<file path="src/rtl/rcnc_pkg.sv">
// ----------------------------------------------------------------------------
// rcnc_pkg: shared types and constants for the ray/circle nearest contact block
// Holds the controller states, divider operand codes, register map and the
// command/status bundles that pass between controller and datapath.
// ----------------------------------------------------------------------------
package rcnc_pkg;

  // Register map (word index within the configuration space)
  localparam int          ADDR_W       = 5;
  localparam logic [2:0]  REG_SHOW_ON  = 3'd0;
  localparam logic [2:0]  REG_START_X  = 3'd1;
  localparam logic [2:0]  REG_START_Y  = 3'd2;
  localparam logic [2:0]  REG_DIR_X    = 3'd3;
  localparam logic [2:0]  REG_DIR_Y    = 3'd4;
  localparam logic [2:0]  REG_LINE_A   = 3'd5;
  localparam logic [2:0]  REG_LINE_B   = 3'd6;
  localparam logic [2:0]  REG_LINE_C   = 3'd7;

  // Divider operand width and far-end length
  localparam int                 DIV_W   = 58;
  localparam logic signed [11:0] FAR_LEN = 12'sd1000;

  typedef enum logic [3:0] {
    ST_IDLE,
    ST_LINE,
    ST_MUL,
    ST_CHECK,
    ST_DIVX,
    ST_DIVY,
    ST_AHEAD,
    ST_AHEAD2,
    ST_DIVT,
    ST_SQRT,
    ST_CONTACT,
    ST_POINT,
    ST_DIST,
    ST_UPDATE,
    ST_FINISH
  } state_t;

  typedef enum logic [1:0] {
    DIV_FOOT_X,
    DIV_FOOT_Y,
    DIV_BACKOFF
  } div_sel_t;

  typedef struct packed {
    logic               show_on;
    logic signed [15:0] start_x;
    logic signed [15:0] start_y;
    logic signed [15:0] dir_x;
    logic signed [15:0] dir_y;
    logic signed [15:0] line_a;
    logic signed [15:0] line_b;
    logic signed [31:0] line_c;
  } cfg_t;

  typedef struct packed {
    logic     ld_item;
    logic     radius_ld;
    logic     line;
    logic     mul;
    logic     div_start;
    div_sel_t div_sel;
    logic     div_ld;
    div_sel_t div_ld_sel;
    logic     ahead;
    logic     sqrt_start;
    logic     contact;
    logic     point;
    logic     dist_ld;
    logic     update;
    logic     clear_frame;
    logic     ld_out;
  } cmd_t;

  typedef struct packed {
    logic show_on;
    logic degen;
    logic miss;
    logic behind;
    logic div_done;
    logic div_busy;
    logic sqrt_done;
  } sts_t;

endpackage

</file>
<file path="src/rtl/rcnc_ctrl.sv">
// ----------------------------------------------------------------------------
// rcnc_ctrl: sequencer for the nearest contact search
// Walks each circle through line test, foot point, ahead test, backoff and
// distance compare, and hands the frame result to the output register.
// ----------------------------------------------------------------------------
module rcnc_ctrl (
  input  logic                clk,
  input  logic                rst,
  input  logic                in_valid,
  input  logic                is_cue,
  input  logic                last,
  output logic                in_stall,
  output logic                out_valid,
  input  logic                out_stall,
  input  rcnc_pkg::sts_t      sts,
  output rcnc_pkg::cmd_t      cmd
);
  import rcnc_pkg::*;

  state_t state, state_next;
  logic   last_flag;
  state_t frame_end;

  // State register and frame marker
  always_ff @(posedge clk) begin
    if (rst) begin
      state     <= ST_IDLE;
      last_flag <= 1'b0;
    end else begin
      state <= state_next;
      if (cmd.ld_item) begin
        last_flag <= last;
      end
    end
  end

  // Output word valid: set on load, drop once taken
  always_ff @(posedge clk) begin
    if (rst) begin
      out_valid <= 1'b0;
    end else if (cmd.ld_out) begin
      out_valid <= 1'b1;
    end else if (!out_stall) begin
      out_valid <= 1'b0;
    end
  end

  // Next state and commands
  always_comb begin
    cmd        = '0;
    state_next = state;
    in_stall   = (state != ST_IDLE);
    frame_end  = last_flag ? ST_FINISH : ST_IDLE;
    case (state)
      ST_IDLE: begin
        if (in_valid) begin
          cmd.ld_item = 1'b1;
          if (!sts.show_on) begin
            cmd.clear_frame = last;
          end else if (!is_cue && !sts.degen) begin
            state_next = ST_LINE;
          end else if (last) begin
            state_next = ST_FINISH;
          end
        end
      end
      ST_LINE: begin
        cmd.line      = 1'b1;
        cmd.radius_ld = 1'b1;
        state_next    = ST_MUL;
      end
      ST_MUL: begin
        cmd.mul    = 1'b1;
        state_next = ST_CHECK;
      end
      ST_CHECK: begin
        if (sts.miss) begin
          state_next = frame_end;
        end else begin
          cmd.div_start = 1'b1;
          cmd.div_sel   = DIV_FOOT_X;
          state_next    = ST_DIVX;
        end
      end
      ST_DIVX: begin
        if (sts.div_done) begin
          cmd.div_ld     = 1'b1;
          cmd.div_ld_sel = DIV_FOOT_X;
          cmd.div_start  = 1'b1;
          cmd.div_sel    = DIV_FOOT_Y;
          state_next     = ST_DIVY;
        end
      end
      ST_DIVY: begin
        if (sts.div_done) begin
          cmd.div_ld     = 1'b1;
          cmd.div_ld_sel = DIV_FOOT_Y;
          state_next     = ST_AHEAD;
        end
      end
      ST_AHEAD: begin
        cmd.ahead  = 1'b1;
        state_next = ST_AHEAD2;
      end
      ST_AHEAD2: begin
        if (sts.behind) begin
          state_next = frame_end;
        end else begin
          cmd.div_start = 1'b1;
          cmd.div_sel   = DIV_BACKOFF;
          state_next    = ST_DIVT;
        end
      end
      ST_DIVT: begin
        if (sts.div_done) begin
          cmd.sqrt_start = 1'b1;
          state_next     = ST_SQRT;
        end
      end
      ST_SQRT: begin
        if (sts.sqrt_done) begin
          state_next = ST_CONTACT;
        end
      end
      ST_CONTACT: begin
        cmd.contact = 1'b1;
        state_next  = ST_POINT;
      end
      ST_POINT: begin
        cmd.point  = 1'b1;
        state_next = ST_DIST;
      end
      ST_DIST: begin
        cmd.dist_ld = 1'b1;
        state_next  = ST_UPDATE;
      end
      ST_UPDATE: begin
        cmd.update = 1'b1;
        state_next = frame_end;
      end
      ST_FINISH: begin
        if (!out_valid || !out_stall) begin
          cmd.ld_out      = 1'b1;
          cmd.clear_frame = 1'b1;
          state_next      = ST_IDLE;
        end
      end
      default: begin
        state_next = ST_IDLE;
      end
    endcase
  end

endmodule

</file>
<file path="config.mk">
export PLATFORM = sky130hd
export DESIGN_NAME = rcnc_ctrl
export DESIGN_NICKNAME = d
export VERILOG_FILES = /design/src/rtl/rcnc_pkg.sv /design/src/rtl/rcnc_ctrl.sv
export SDC_FILE = /design/constraint.sdc
export NUM_CORES = 1
export LEC_CHECK = 0
export BUFFER_PORTS_ARGS = -buffer_cell sky130_fd_sc_hd__buf_2
export CORE_MARGIN = 2
export CORE_UTILIZATION = 47
export DETAILED_ROUTE_END_ITERATION = 10
export PLACE_DENSITY = 0.94
export SYNTH_ARGS = -nofsm -noshare
export SYNTH_HDL_FRONTEND = slang
export SYNTH_SLANG_ARGS = --single-unit
</file>
<file path="constraint.sdc">
create_clock -name clk -period 2.8 [get_ports clk]
set_input_delay 0.14 -clock clk [delete_from_list [all_inputs] [get_ports clk]]
set_output_delay 0.14 -clock clk [all_outputs]
set_load 0.005 [all_outputs]
</file>
==> results of run 1 <==
## cell type report
cell class | count | share of cell area, %
well taps | 15 | 2.329
inverters | 5 | 2.329
flip-flops and latches | 6 | 14.91
multi-input cells | 70 | 59.01
clock buffers | 3 | 2.795
repair buffers | 30 | 18.63
## state kept, by name, indices dropped and copies added (netlist names)
signal / flops
state: 4
last_flag: 1
out_valid: 1
## cells in the final DEF, fill, tap and decap left out, types with 2 or more instances in the layout
| cell type | synthesis | routed |
|---|---|---|
| sky130_fd_sc_hd__nand3_1 | 3 | 3 |
| sky130_fd_sc_hd__mux2i_1 | 3 | 3 |
| sky130_fd_sc_hd__nand4_1 | 2 | 2 |
| sky130_fd_sc_hd__a31oi_1 | 2 | 2 |
| sky130_fd_sc_hd__nor2_1 | 10 | 10 |
| sky130_fd_sc_hd__nand2_1 | 4 | 4 |
| sky130_fd_sc_hd__inv_1 | 5 | 5 |
| sky130_fd_sc_hd__buf_2 | 4 | 30 |
| sky130_fd_sc_hd__a41o_1 | 2 | 2 |
| sky130_fd_sc_hd__nor4_1 | 2 | 2 |
| sky130_fd_sc_hd__a21boi_0 | 2 | 2 |
| sky130_fd_sc_hd__dfxtp_1 | 6 | 6 |
| sky130_fd_sc_hd__o32ai_1 | 2 | 2 |
| sky130_fd_sc_hd__o21bai_1 | 2 | 2 |
| sky130_fd_sc_hd__nor3_1 | 6 | 6 |
| sky130_fd_sc_hd__a21oi_1 | 5 | 5 |
| sky130_fd_sc_hd__clkbuf_4 | 0 | 3 |
| sky130_fd_sc_hd__nand2b_1 | 3 | 3 |
| sky130_fd_sc_hd__a211oi_1 | 2 | 2 |
## logic make-up after synthesis
| kind of cell | Yosys count |
|---|---|
| AO/OA/AOI/OAI | 27 |
| buffers and inverters | 14 |
| flip-flops | 6 |
| multiplexers | 3 |
| other | 1 |
| AND/OR/NAND/NOR | 39 |
## power breakdown
group	internal, mW	total, mW	switching [mW]
registers	0.108	0.200	0.0918
logic	0.184	0.372	0.188
clock network	0.0488	0.0839	0.0352
total	0.341	0.656	0.315
## worst max path at each step
| stage | startpoint | end | slack, ns | depth (start not counted) |
|---|---|---|---|---|
| CTS | state[2]$_SDFFE_PP0P_ | state[3]$_SDFFE_PP0P_ | 0.73 | 4 |
| global route | state[2]$_SDFFE_PP0P_ | state[3]$_SDFFE_PP0P_ | 0.61 | 4 |
| global placement | state[2]$_SDFFE_PP0P_ | state[0]$_SDFFE_PP0P_ | 0.85 | 4 |
| detailed placement | state[2]$_SDFFE_PP0P_ | state[3]$_SDFFE_PP0P_ | 0.74 | 4 |
| floorplan | state[3]$_SDFFE_PP0P_ | state[0]$_SDFFE_PP0P_ | 1.19 | 5 |
| finish | state[2]$_SDFFE_PP0P_ | state[3]$_SDFFE_PP0P_ | 0.72 | 4 |
## critical path: cells and delay by family (launching register included)
family | cells | cell delay (ns)
AOI/OAI and AO/OA | 4 | 1.17
DFF | 1 | 0.76
## routing by layer
| layer | up-vias | GRT usage [%] | part of all wire (%) |
|---|---|---|---|
| li1 | 391 | - | - |
| met1 | 365 | 26.26 | 40 |
| met2 | 51 | 39.06 | 50 |
| met3 | 0 | 6.087 | 9.6 |
| met4 | 0 | 5.161 | 0 |
| met5 | - | 0 | 0 |
==> flow_results.org, run 1 <==
** Drt
- In this run, the number of DRC markers left after iteration 0 of detailed routing was 32.
- Dividing the detail-routed wire length by the instance count gives 15.05 um.
- Using the TritonRoute via totals, the vias-per-cell ratio works out to 6.256.
- DRC Markers :: 0
- In this run the remaining antenna-violating nets after routing total 0.
- First-pass iteration count of the detailed router :: 4
- The final layout contains routed wiring with a total length of 1942 um.
- Detailed routing inserted a total of 807 vias.

** Finish
- Cells fill 61.16% of the core in the end.
- In the final layout, the multi-input gates occupy 475.5 um^2.
- Area overhead of the layout relative to synthesis :: 20.60%
- The sequential cells in the finished layout cover a total of 120.1 um^2.
- Filler-free cell count of the finished design :: 129
- After routing the design area is 805.8 um^2.
- Number of nets in the layout :: 129
- Filler Cell Count :: 118
- The number of antenna diodes in the final layout is 0.
- Share of post-route cells with drive strength above 1 :: 34.21%

** Synthesis
- Of the total synthesized cell area, the portion taken by AND, OR, NAND and NOR gates is 32.96%.
- Yosys instantiated no cell more often than sky130_fd_sc_hd__nor2_1.
- Summing the areas of all compound-gate instances in the mapped netlist gives 33.15% of the synthesized area.
- Top cell type's share of synthesized area :: 17.98%
- XOR/XNOR Fraction of Synth Area :: 0%
- After synthesis, the share of flip-flops with an asynchronous set or reset is 0%.
- Post-synthesis cell area :: 668.1 um^2
- Synthesized instance count :: 90
- Largest cells by area after synthesis :: sky130_fd_sc_hd__dfxtp_1 (18%), sky130_fd_sc_hd__nor2_1 (5.6%), sky130_fd_sc_hd__mux2i_1 (4.5%)
- In this run the mean area of a mapped cell was 7.424 um^2.
- After synthesis the netlist holds a flip-flop and latch count of 6.
- Multiplexer fraction of the synthesized cell area :: 4.494%
- Among all flip-flop cells after synthesis, the most frequent one is sky130_fd_sc_hd__dfxtp_1.
- Syn nets :: 103
- Sequential area share after synthesis :: 17.98%
- Summing the areas of all fa, ha and maj instances in the mapped netlist gives 0% of the synthesized area.
- Dominant combinational cell family by area after synthesis :: compound AO/OA/AOI/OAI gates
- Yosys mapped a number of flops with a built-in enable equal to 0.
- Synth Warn # :: 0
- Synthesis instantiated 40 different standard cells from the library.
- Library cell with the largest summed area after synthesis :: sky130_fd_sc_hd__dfxtp_1
- Leading post-synthesis cells by instance count :: sky130_fd_sc_hd__nor2_1 (10), sky130_fd_sc_hd__dfxtp_1 (6), sky130_fd_sc_hd__nor3_1 (6), sky130_fd_sc_hd__a21oi_1 (5), sky130_fd_sc_hd__inv_1 (5)

** GRT
- For this run the aggregate overflow at the end of global routing stands at 0.
- Entering global routing, the biggest net connects 22 pins.
- Via count of the first global-routing pass :: 693
- Across every metal layer, demand over resource in global routing totals 22.12%.
- Initial antenna violation count :: 0
- The first global-routing pass estimated 3022 um of wire.

** CTS
- Latest clock arrival within the worst-skew pair :: 0.25 ns
- TritonCTS created 3 clock buffers.
- Clock sink count :: 6
- Maximum count of clock buffers along a single path :: 2
- Worst-path clk slew :: 0.05 ns
- Root buf cell :: sky130_fd_sc_hd__clkbuf_4
- TritonCTS clock tree :: yes
- In this run, post-CTS repair resized a total of 0 instances.
- Once the clock tree was built, the setup fixing pass inserted 0 buffers.
- H-tree levels :: 1
- In this run, post-CTS hold repair placed 0 buffers.

** Worst setup path
- Type of destination of the critical path :: register
- Cell-by-cell trace of the critical path :: o21bai_1 > a21boi_0 > a2111oi_0 > o32ai_2
- Critical path's slowest cell :: sky130_fd_sc_hd__dfxtp_1
- The startpoint identified for the worst register-to-register timing path is state[2]$_SDFFE_PP0P_.
- At the worst endpoint, the arrival time is 2.18 ns.
- By startpoint and endpoint, the worst setup path is classified as reg2reg.
- Across all register-to-register paths, the minimum setup slack is 0.72 ns.
- In this run the worst path has a maximum fanout of 21.
- In this run the critical register-to-register path is captured at state[3]$_SDFFE_PP0P_.
- STA puts the critical path data required time at 2.90 ns.
- Register-to-Register Path Depth :: 4
- Type of origin of the critical path :: register
- Critical Path Max Stage Delay :: 0.76 ns

** Min path
- Worst min-delay path startpoint :: last
- Along the worst hold path, the cell count comes to 3.
- Hold worst-path end :: last_flag$_SDFFE_PP0P_
- Path class of the lowest-slack min-delay path :: in2reg

** Power and ir drop
- The worst-case IR drop observed on VDD is 0.0004087 V.
- Summed over all cells, the static leakage comes to 0.3783 nW.
- Power Total :: 0.6561 mW
- Dividing total power by cell area gives a power density of 814.3 nW/um^2.

** STA
- Maximum clock rate :: 479.9 MHz
- Of the available clock period, the critical path in the final layout requires 74.43%.
- For the final database, setup skew stands at 0.0008176 ns.
- For the final routed database, the setup TNS stands at 0 ns.
- The final number of hold-violating endpoints came to 0.
- Setup repair after global routing missed its margin :: false
- Worst rel slew slack :: 48.02%
- Final min period :: 2.084 ns
- For the pin with the worst max-slew slack, the measured transition is 0.7600 ns.
- The final max-slew violation count was 0.
- Setup violations remaining at the end of the flow were counted as 0.
- Final hold analysis gives a worst-case slack of 0.1575 ns.
- Final worst slack :: 0.7161 ns

** Placement
- Final Wtd Congestion :: 0.8101
- After legalization and detailed placement, the total HPWL measured 1399 um.
- Counting tap cells, the placed design contains a total of 126 instances.
- After detailed placement, the total cell area comes to 783.3 um^2.
- Worst slack at placement :: 0.7415 ns
- Port buffering added 30 buffers.

** Flow run
- The tool flagged a number of max-cap violations equal to 0.

** Floorplanning
- 33 I/O pins were placed.
- Placement row count :: 13
- Width of the die :: 41.71 um
- From bottom edge to top edge, the die measures 41.71 um.
- Die area :: 1739 um^2
- Starting Density :: 50.71%
- After floorplanning, the core was sized to cover 1318 um^2.

** Run status
- The run finished with clean final reports.
No activity file was read; power rests on OpenSTA's default activity.
==> inputs of run 2 (changes only) <==
- ABC_AREA: unset -> 1
- CORE_UTILIZATION: 47 -> 40
- PLACE_DENSITY: 0.94 -> 0.86
- clock period: 2.8 -> 1.8 ns (I/O delays scaled with it)
==> flow_results.org, run 2 <==
** CTS
- The maximum buffer depth of the clock tree was 2 (unchanged).
- The TritonCTS clock tree is yes (unchanged).
- The insertion delay to the later sink of the worst-skew pair came to 0.24 ns (was 0.25 ns).
- The number of sinks on the clock net is 6 (unchanged).
- The clock transition at the registers of the reported paths came to 0.04 ns (was 0.05 ns).
- The buffers inserted during post-CTS setup optimization was 0 (unchanged).
- The number of gates resized after CTS was 0 (unchanged).
- The number of buffers created by CTS was 3 (unchanged).
- Root buf cell :: sky130_fd_sc_hd__clkbuf_4 (unchanged)
- H-tree levels :: 1 (unchanged)
- Quantity of hold-fixing buffers added after cts :: 0 (unchanged)

** Synthesis
- The count of flip-flops with a built-in enable after synthesis is 0 (unchanged).
- The share of flip-flops with an asynchronous set or reset after synthesis came to 0% (unchanged).
- The most frequent cell after synthesis is sky130_fd_sc_hd__nand2_1 (was sky130_fd_sc_hd__nor2_1).
- Synth Warn # :: 0 (unchanged)
- Cell variety after synth :: 20 (was 40)
- Number of register bits inferred by synthesis :: 6 (unchanged)
- The net count of the mapped netlist is 147 (was 103).
- The sequential element share of the synthesized area is 17.74% (was 17.98%).
- Average footprint of a synthesized cell :: 5.051 um^2 (was 7.424 um^2)
- Top cell type's share of synthesized area :: 26.62% (was 17.98%)
- Post-synthesis cell area :: 676.9 um^2 (was 668.1 um^2)
- Largest cells by area after synthesis :: sky130_fd_sc_hd__nand2_1 (27%), sky130_fd_sc_hd__dfxtp_1 (18%), sky130_fd_sc_hd__nor2_1 (14%) (was sky130_fd_sc_hd__dfxtp_1 (18%), sky130_fd_sc_hd__nor2_1 (5.6%), sky130_fd_sc_hd__mux2i_1 (4.5%))
- Synthesized instance count :: 134 (was 90)
- Library cell with the largest summed area after synthesis :: sky130_fd_sc_hd__nand2_1 (was sky130_fd_sc_hd__dfxtp_1)
- Leading post-synthesis cells by instance count :: sky130_fd_sc_hd__nand2_1 (48), sky130_fd_sc_hd__nor2_1 (26), sky130_fd_sc_hd__inv_1 (21), sky130_fd_sc_hd__nand3_1 (7) (was sky130_fd_sc_hd__nor2_1 (10), sky130_fd_sc_hd__dfxtp_1 (6), sky130_fd_sc_hd__nor3_1 (6), sky130_fd_sc_hd__a21oi_1 (5), sky130_fd_sc_hd__inv_1 (5))
- Synth Flop Type :: sky130_fd_sc_hd__dfxtp_1 (unchanged)

** Worst setup path
- Cell-by-cell trace of the critical path: nor2_2 > nand2_4 > nor2_1 > nand2_1 > o22ai_1 > buf_2 (was o21bai_1 > a21boi_0 > a2111oi_0 > o32ai_2).
- The type of the worst setup path is reg2out (was reg2reg).
- The arrival time at the worst endpoint is 1.46 ns (was 2.18 ns).
- Highest net fanout along the worst path :: 7 (was 21)
- Critical path's slowest cell :: sky130_fd_sc_hd__dfxtp_1 (unchanged)
- The required time of the worst setup path is 1.71 ns (was 2.90 ns).
- The setup slack of the worst register-to-register path was 0.40 ns (was 0.72 ns).
- Type of destination of the critical path :: primary output (was register)
- Critical Path Max Stage Delay :: 0.38 ns (was 0.76 ns)
- Worst reg2reg path endpoint :: state[3]$_SDFFE_PP0P_ (unchanged)
- The launch instance of the worst register-to-register path is state[3]$_SDFFE_PP0P_ (was state[2]$_SDFFE_PP0P_).
- The cell depth of the worst flop-to-flop path was 8 (was 4).
- Type of origin of the critical path :: register (unchanged)

** Floorplanning
- Width of the die :: 45.14 um (was 41.71 um)
- The number of core rows is 14 (was 13).
- I/O pin count :: 33 (unchanged)
- The core footprint was 1541 um^2 (was 1318 um^2).
- Starting Density :: 43.91% (was 50.71%)
- Die area :: 2037 um^2 (was 1739 um^2)
- The die boundary height was 45.14 um (was 41.71 um).

** Power and ir drop
- Maximum ir drop on the vdd rail :: 0.0005694 V (was 0.0004087 V)
- Total power divided by cell area :: 983.0 nW/um^2 (was 814.3 nW/um^2)
- The static power due to leakage is 0.5591 nW (was 0.3783 nW).

** Drt
- Vias per std cell :: 4.785 (was 6.256)
- DRC Markers :: 0 (unchanged)
- The first-pass iteration count of the detailed router came to 4 (unchanged).
- Post-route ant nets :: 0 (unchanged)
- The total length of routed wires was 1714 um (was 1942 um).
- The count of routing violations after the opening detailed-route iteration was 21 (was 32).
- Final routed wire length divided by cell count :: 9.470 um (was 15.05 um)
- Vias :: 866 (was 807)

** Placement
- Worst slack at placement :: 0.4202 ns (was 0.7415 ns)
- Final Wtd Congestion :: 0.9218 (was 0.8101)
- The placed wire-length estimate after detailed placement was 1492 um (was 1399 um).
- Count of buffers from port buffering :: 30 (unchanged)

** GRT
- Initial antenna violation count :: 0 (unchanged)
- Largest net degree at the start of global routing :: 8 (was 22)
- The via count of the first global-routing pass came to 801 (was 693).
- Wire length of the first global-routing pass :: 3084 um (was 3022 um)
- GRT Total Usage :: 20.16% (was 22.12%)
- Remaining global-route overflow :: 0 (unchanged)

** Finish
- Commonest cells after routing, fill and taps aside :: sky130_fd_sc_hd__nand2_1 (48), sky130_fd_sc_hd__buf_2 (30), sky130_fd_sc_hd__nor2_1 (26), sky130_fd_sc_hd__inv_1 (21), sky130_fd_sc_hd__nand3_1 (7) (was sky130_fd_sc_hd__buf_2 (30), sky130_fd_sc_hd__nor2_1 (10), sky130_fd_sc_hd__nor3_1 (6), sky130_fd_sc_hd__dfxtp_1 (6))
- Commonest non-fill, non-tap cell in the layout :: sky130_fd_sc_hd__nand2_1 (was sky130_fd_sc_hd__buf_2)
- The share of cells above drive strength 1 came to 26.67% (was 34.21%).
- Register containing the most flip-flops in the final layout :: state (unchanged)
- The area growth from synthesis to layout is 26.25% (was 20.60%).
- Biggest registers after layout: state x4, last_flag x1, out_valid x1 (unchanged).
- The layout net count is 180 (was 129).
- Largest register FFs :: 4 (unchanged)
- The antenna diode count came to 0 (unchanged).

** STA
- Final Cycle Share :: 85.98%
- Setup repair after global routing missed its margin :: false (unchanged)
- Final clock skew :: 0.001696 ns (was 0.0008176 ns)
- Final worst slack :: 0.2524 ns (was 0.7161 ns)
- Final hold slack :: 0.09064 ns (was 0.1575 ns)
- The setup TNS after final layout is 0 ns (unchanged).
- For this run, the top clock speed supported by timing is 646.2 MHz.
- Final min period :: 1.548 ns
- The total of endpoints with negative setup slack in the final report was 0 (unchanged).
- Final-report hold violation count :: 0 (unchanged)
- The final max-slew violation count came to 0 (unchanged).

** Min path
- Worst min-delay path startpoint :: rst (was last)
- Path class of the lowest-slack min-delay path :: in2reg (unchanged)
- WHS Path Cells :: 2 (was 3)
- The worst-case hold path end point was state[2]$_SDFFE_PP0P_ (was last_flag$_SDFFE_PP0P_).

** Run status
- Run status :: completed (unchanged)

** Flow run
- Max-cap violations :: 0 (unchanged)
run 2: worst max-delay path by stage:
stage | from | to | slack [ns] | cells past startpoint
after floorplan | state[0]$_SDFFE_PP0P_ | state[2]$_SDFFE_PP0P_ | 0.62 | 8
after global placement | state[1]$_SDFFE_PP0P_ | state[2]$_SDFFE_PP0P_ | 0.48 | 8
after detailed placement | state[3]$_SDFFE_PP0P_ | state[3]$_SDFFE_PP0P_ | 0.42 | 8
after CTS | state[0]$_SDFFE_PP0P_ | cmd[1] | 0.25 | 6
after global routing | state[0]$_SDFFE_PP0P_ | cmd[1] | 0.09 | 6
final | state[0]$_SDFFE_PP0P_ | cmd[1] | 0.25 | 6
run 2: per-stage QoR:
step | std cells | power [mW] | cell area [um^2] | util [%]
6_report | 181 | 0.8400 | 854.6 | 55.44
5_1_grt | 181 | 0.9374 | 854.6 | 55.44
4_1_cts | 181 | 0.8465 | 854.6 | 55.44
3_5_place_dp | 178 | 0.7207 | 832.0 | 53.98
3_3_place_gp | 178 | 0.7038 | 832.0 | 53.98
2_1_floorplan | 134 | 0.5841 | 676.9 | -
run 2: power by group:
group	leakage (nW)	internal (mW)	switching, mW	total, mW
clock	0.0138	0.0750	0.0419	0.117
combinational	0.496	0.192	0.322	0.514
sequential	0.0491	0.161	0.0480	0.209
run 2: area by class of cell:
cell class	count	area [um^2]
inverter	23	86.33
tap	16	20.02
fill	168	686.9
timing repair buffer	30	150.1
sequential	6	120.1
multi-input combinational	103	455.4
clock buffer	3	22.52
run 2: cells by family (layout without fill, tap and decap cells):
kind of cell / Yosys count / in the layout / share of synthesized area [%]
other cells: 1 / 1 / 0.5540
flops: 6 / 6 / 17.75
simple gates: 91 / 91 / 56.93
compound gates: 11 / 11 / 9.798
buf+inv: 25 / 56 / 14.97
run 2: layer usage:
metal | part of all wire (%) | routed length (um) | track usage (%) | vias to the layer above
met3 | 4.0 | 68 | 1.200 | 0
met1 | 47 | 800 | 23.61 | 380
li1 | - | - | - | 466
met5 | 0 | 0 | 0 | -
met2 | 49 | 845 | 36.00 | 20
met4 | 0 | 0 | 11.18 | 0
run 2: worst max-delay path: cells and delay by family, from the launching register on:
family                 cells  cell delay [ns]
AOI/OAI and AO/OA          1             0.10
buffers and inverters      1             0.13
DFF                        1             0.38
and+or+nand+nor            4             0.61
==> inputs of run 3 (changes only) <==
==> constraint.sdc (replaced) <==
create_clock -name clk -period 1.8 [get_ports clk]
set_input_delay 0.36 -clock clk [delete_from_list [all_inputs] [get_ports clk]]
set_output_delay 0.36 -clock clk [all_outputs]
set_load 0.005 [all_outputs]
==> flow_results.org, run 3 (synthesis results as in run 2) <==
** STA
- Maximum clock rate :: 600.7 MHz (was 646.2 MHz)
- The final critical-path share of the clock period was 92.48% (was 85.98%).
- Setup repair after global routing missed its margin: false (unchanged).
- The total of endpoints with negative setup slack in the final report is 0 (unchanged).
- Final clock skew :: 0.001394 ns (was 0.001696 ns)
- The shortest clock period the worst path allows after layout is 1.665 ns (was 1.548 ns).
- The final number of hold-violating endpoints is 0 (unchanged).
- The setup TNS after final layout came to 0 ns (unchanged).
- The final max-slew violation count was 0 (unchanged).

** Power and ir drop
- The maximum vdd ir drop came to 0.0005633 V (was 0.0005694 V).
- Leakage :: 0.5693 nW (was 0.5591 nW)
- The power per standard cell area is 993.1 nW/um^2 (was 983.0 nW/um^2).

** Drt
- Vias per std cell :: 4.852 (was 4.785)
- The count of routing violations after the opening detailed-route iteration is 19 (was 21).
- The total length of routed wires came to 1787 um (was 1714 um).
- The average wire length per cell after detail routing was 9.819 um (was 9.470 um).
- DRC Markers :: 0 (unchanged)
- The total via count after detailed routing is 883 (was 866).
- First-pass iteration count of the detailed router :: 4 (unchanged)
- The number of nets still failing antenna checks after routing came to 0 (unchanged).

** CTS
- Clock sink count :: 6 (unchanged)
- The insertion delay to the later sink of the worst-skew pair was 0.23 ns (was 0.24 ns).
- Maximum count of clock buffers along a single path :: 2 (unchanged)
- Number of buffers added for setup after CTS :: 0 (unchanged)
- The clock transition at the registers of the reported paths came to 0.04 ns (about the same).
- The number of H-tree levels is 1 (unchanged).
- CTS Buf Count :: 3 (unchanged)
- The TritonCTS clock tree was yes (unchanged).
- The clock root buffer master is sky130_fd_sc_hd__clkbuf_4 (unchanged).

** Finish
- Filler-free cell count of the finished design :: 182 (was 181)
- The post-route cell area came to 882.1 um^2 (was 854.6 um^2).
- Count of inserted antenna diode cells :: 0 (unchanged)
- Biggest registers after layout: state x4, last_flag x1, out_valid x1 (unchanged).
- Largest register FFs :: 4 (unchanged)
- The fill cell total of the finished layout came to 161 (was 168).
- Commonest non-fill, non-tap cell in the layout :: sky130_fd_sc_hd__nand2_1 (unchanged)
- Area overhead of the layout relative to synthesis :: 30.31% (was 26.25%)
- Commonest cells after routing, fill and taps aside :: sky130_fd_sc_hd__nand2_1 (48), sky130_fd_sc_hd__buf_2 (30), sky130_fd_sc_hd__nor2_1 (26), sky130_fd_sc_hd__inv_1 (21), sky130_fd_sc_hd__nand3_1 (7) (unchanged)
- Register containing the most flip-flops in the final layout :: state (unchanged)
- The layout net count is 181 (was 180).
- Share of post-route cells with drive strength above 1 :: 29.52% (was 26.67%)

** Placement
- The total of buffers placed on input and output ports came to 30 (unchanged).
- The placed wire-length estimate after detailed placement is 1503 um (was 1492 um).
- Total placed cells including tap cells :: 179 (was 178)
- The placed standard-cell area came to 839.6 um^2 (was 832.0 um^2).
- The last weighted congestion value of the routability-driven placer was 0.8860 (was 0.9218).

** Floorplanning
- Placement row count :: 14 (unchanged)
- Starting Density :: 43.91% (unchanged)
- The die boundary height is 45.14 um (unchanged).
- Die area :: 2037 um^2 (unchanged)
- The I/O pin total came to 33 (unchanged).
- The chip width came to 45.14 um (unchanged).
- The core footprint was 1541 um^2 (unchanged).

** Worst setup path
- The most numerous cell type found on the critical path is sky130_fd_sc_hd__nand2_1.
- Dominant delay contributor by cell family on the critical path :: flip-flops (was simple AND/OR/NAND/NOR gates)
- The delay contributed by the slowest stage of the critical path came to 0.43 ns (was 0.38 ns).
- The number of logic stages on the critical path including buffering is 5 (was 6).
- The combined buffer and inverter count along the critical path is 2 (was 1).
- The worst setup path endpoint was cmd[13] (was cmd[1]).
- The type of the worst setup path was reg2out (unchanged).
- The arrival time at the worst endpoint is 1.30 ns (was 1.46 ns).
- Type of origin of the critical path :: register (unchanged)
- The required time of the worst setup path came to 1.44 ns (was 1.71 ns).
- Internal reg-to-reg setup slack :: 0.43 ns (was 0.40 ns)
- The largest fanout of any net on the critical path is 7 (unchanged).
- The first element of the critical path is state[0]$_SDFFE_PP0P_ (unchanged).
- Cell-by-cell trace of the critical path :: nand2_1 > inv_1 > nand2_1 > o221ai_1 > buf_2 (was nor2_2 > nand2_4 > nor2_1 > nand2_1 > o22ai_1 > buf_2)
- Type of destination of the critical path :: primary output (unchanged)
- Worst reg2reg path endpoint :: state[3]$_SDFFE_PP0P_ (unchanged)
- Register-to-Register Path Depth :: 9 (was 8)
- The launch instance of the worst register-to-register path is state[0]$_SDFFE_PP0P_ (was state[3]$_SDFFE_PP0P_).
- The slowest library cell on the worst path was sky130_fd_sc_hd__dfxtp_2 (was sky130_fd_sc_hd__dfxtp_1).

** GRT
- Remaining global-route overflow :: 0 (unchanged)
- Initial antenna violation count :: 0 (unchanged)
- The total routing resource utilization after global routing was 19.03% (was 20.16%).
- The maximum number of pins on one net before global-route repair was 8 (unchanged).
- The global-route wire length before repair is 2946 um (was 3084 um).
- The via count of the first global-routing pass is 786 (was 801).

** Flow run
- Max-cap violations :: 0 (unchanged)

** Min path
- The worst hold path depth is 2 (unchanged).
- The class of the tightest hold or removal check is in2reg (unchanged).

** Run status
- Run status :: completed (unchanged)
[run 3: cell types whose count changed in the layout (fill, tap and decap cells not counted)]
cell	change
sky130_fd_sc_hd__buf_4	+1
sky130_fd_sc_hd__nor2_4	+3
sky130_fd_sc_hd__nor2_2	-3
sky130_fd_sc_hd__dfxtp_1	-4
sky130_fd_sc_hd__dfxtp_2	+4
[run 3: power by group]
| part | switching (mW) | total (mW) | internal [mW] | leakage [nW] |
|---|---|---|---|---|
| registers | 0.0569 | 0.223 | 0.166 | 0.0507 |
| logic | 0.329 | 0.539 | 0.210 | 0.505 |
| clock network | 0.0397 | 0.114 | 0.0748 | 0.0138 |
| total | 0.425 | 0.876 | 0.451 | 0.569 |
[run 3: layout make-up]
class	instances	area (um^2)	share of cell area (%)
Timing Repair Buffer	31	157.7	17.87
Inverter	23	86.33	9.787
Tap cell	16	20.02	2.270
Multi-Input combinational cell	103	470.5	53.33
Sequential cell	6	125.1	14.18
Clock buffer	3	22.52	2.553
[run 3: stage by stage]
stage | hold slack (ns) | util (%) | power [mW] | setup WS [ns]
floorplan | 0.4224 | - | 0.5841 | 0.3753
global placement | 0.4985 | 54.46 | 0.7152 | 0.3017
detailed placement | 0.5125 | 54.46 | 0.7327 | 0.2780
CTS | 0.3496 | 55.93 | 0.8542 | 0.02039
global route | 0.3604 | 57.22 | 0.9602 | 0.01595
finish | 0.3509 | 57.22 | 0.8760 | 0.1353
[run 3: what timing repair did]
action	in CTS	in global routing
gates resized for setup	0	7
hold buffers	0	0
setup endpoints to repair	0	3
endpoints found under the hold margin	0	0
[run 3: metal layers]
layer | share of wire (%) | track usage [%] | routed length, um
met3 | 3.7 | 1.200 | 67
met2 | 52 | 34.29 | 921
met1 | 45 | 22.46 | 798
met4 | 0 | 9.412 | 0
met5 | 0 | 0 | 0
[run 3: worst min-delay path by stage]
stage	endpoint	start	slack, ns
CTS	state[2]$_SDFFE_PP0P_	rst	0.35
global route	state[2]$_SDFFE_PP0P_	rst	0.36
detailed placement	out_valid$_SDFFE_PP0P_	out_valid$_SDFFE_PP0P_	0.51
floorplan	state[2]$_SDFFE_PP0P_	rst	0.42
global placement	out_valid$_SDFFE_PP0P_	out_valid$_SDFFE_PP0P_	0.50
finish	state[2]$_SDFFE_PP0P_	rst	0.35
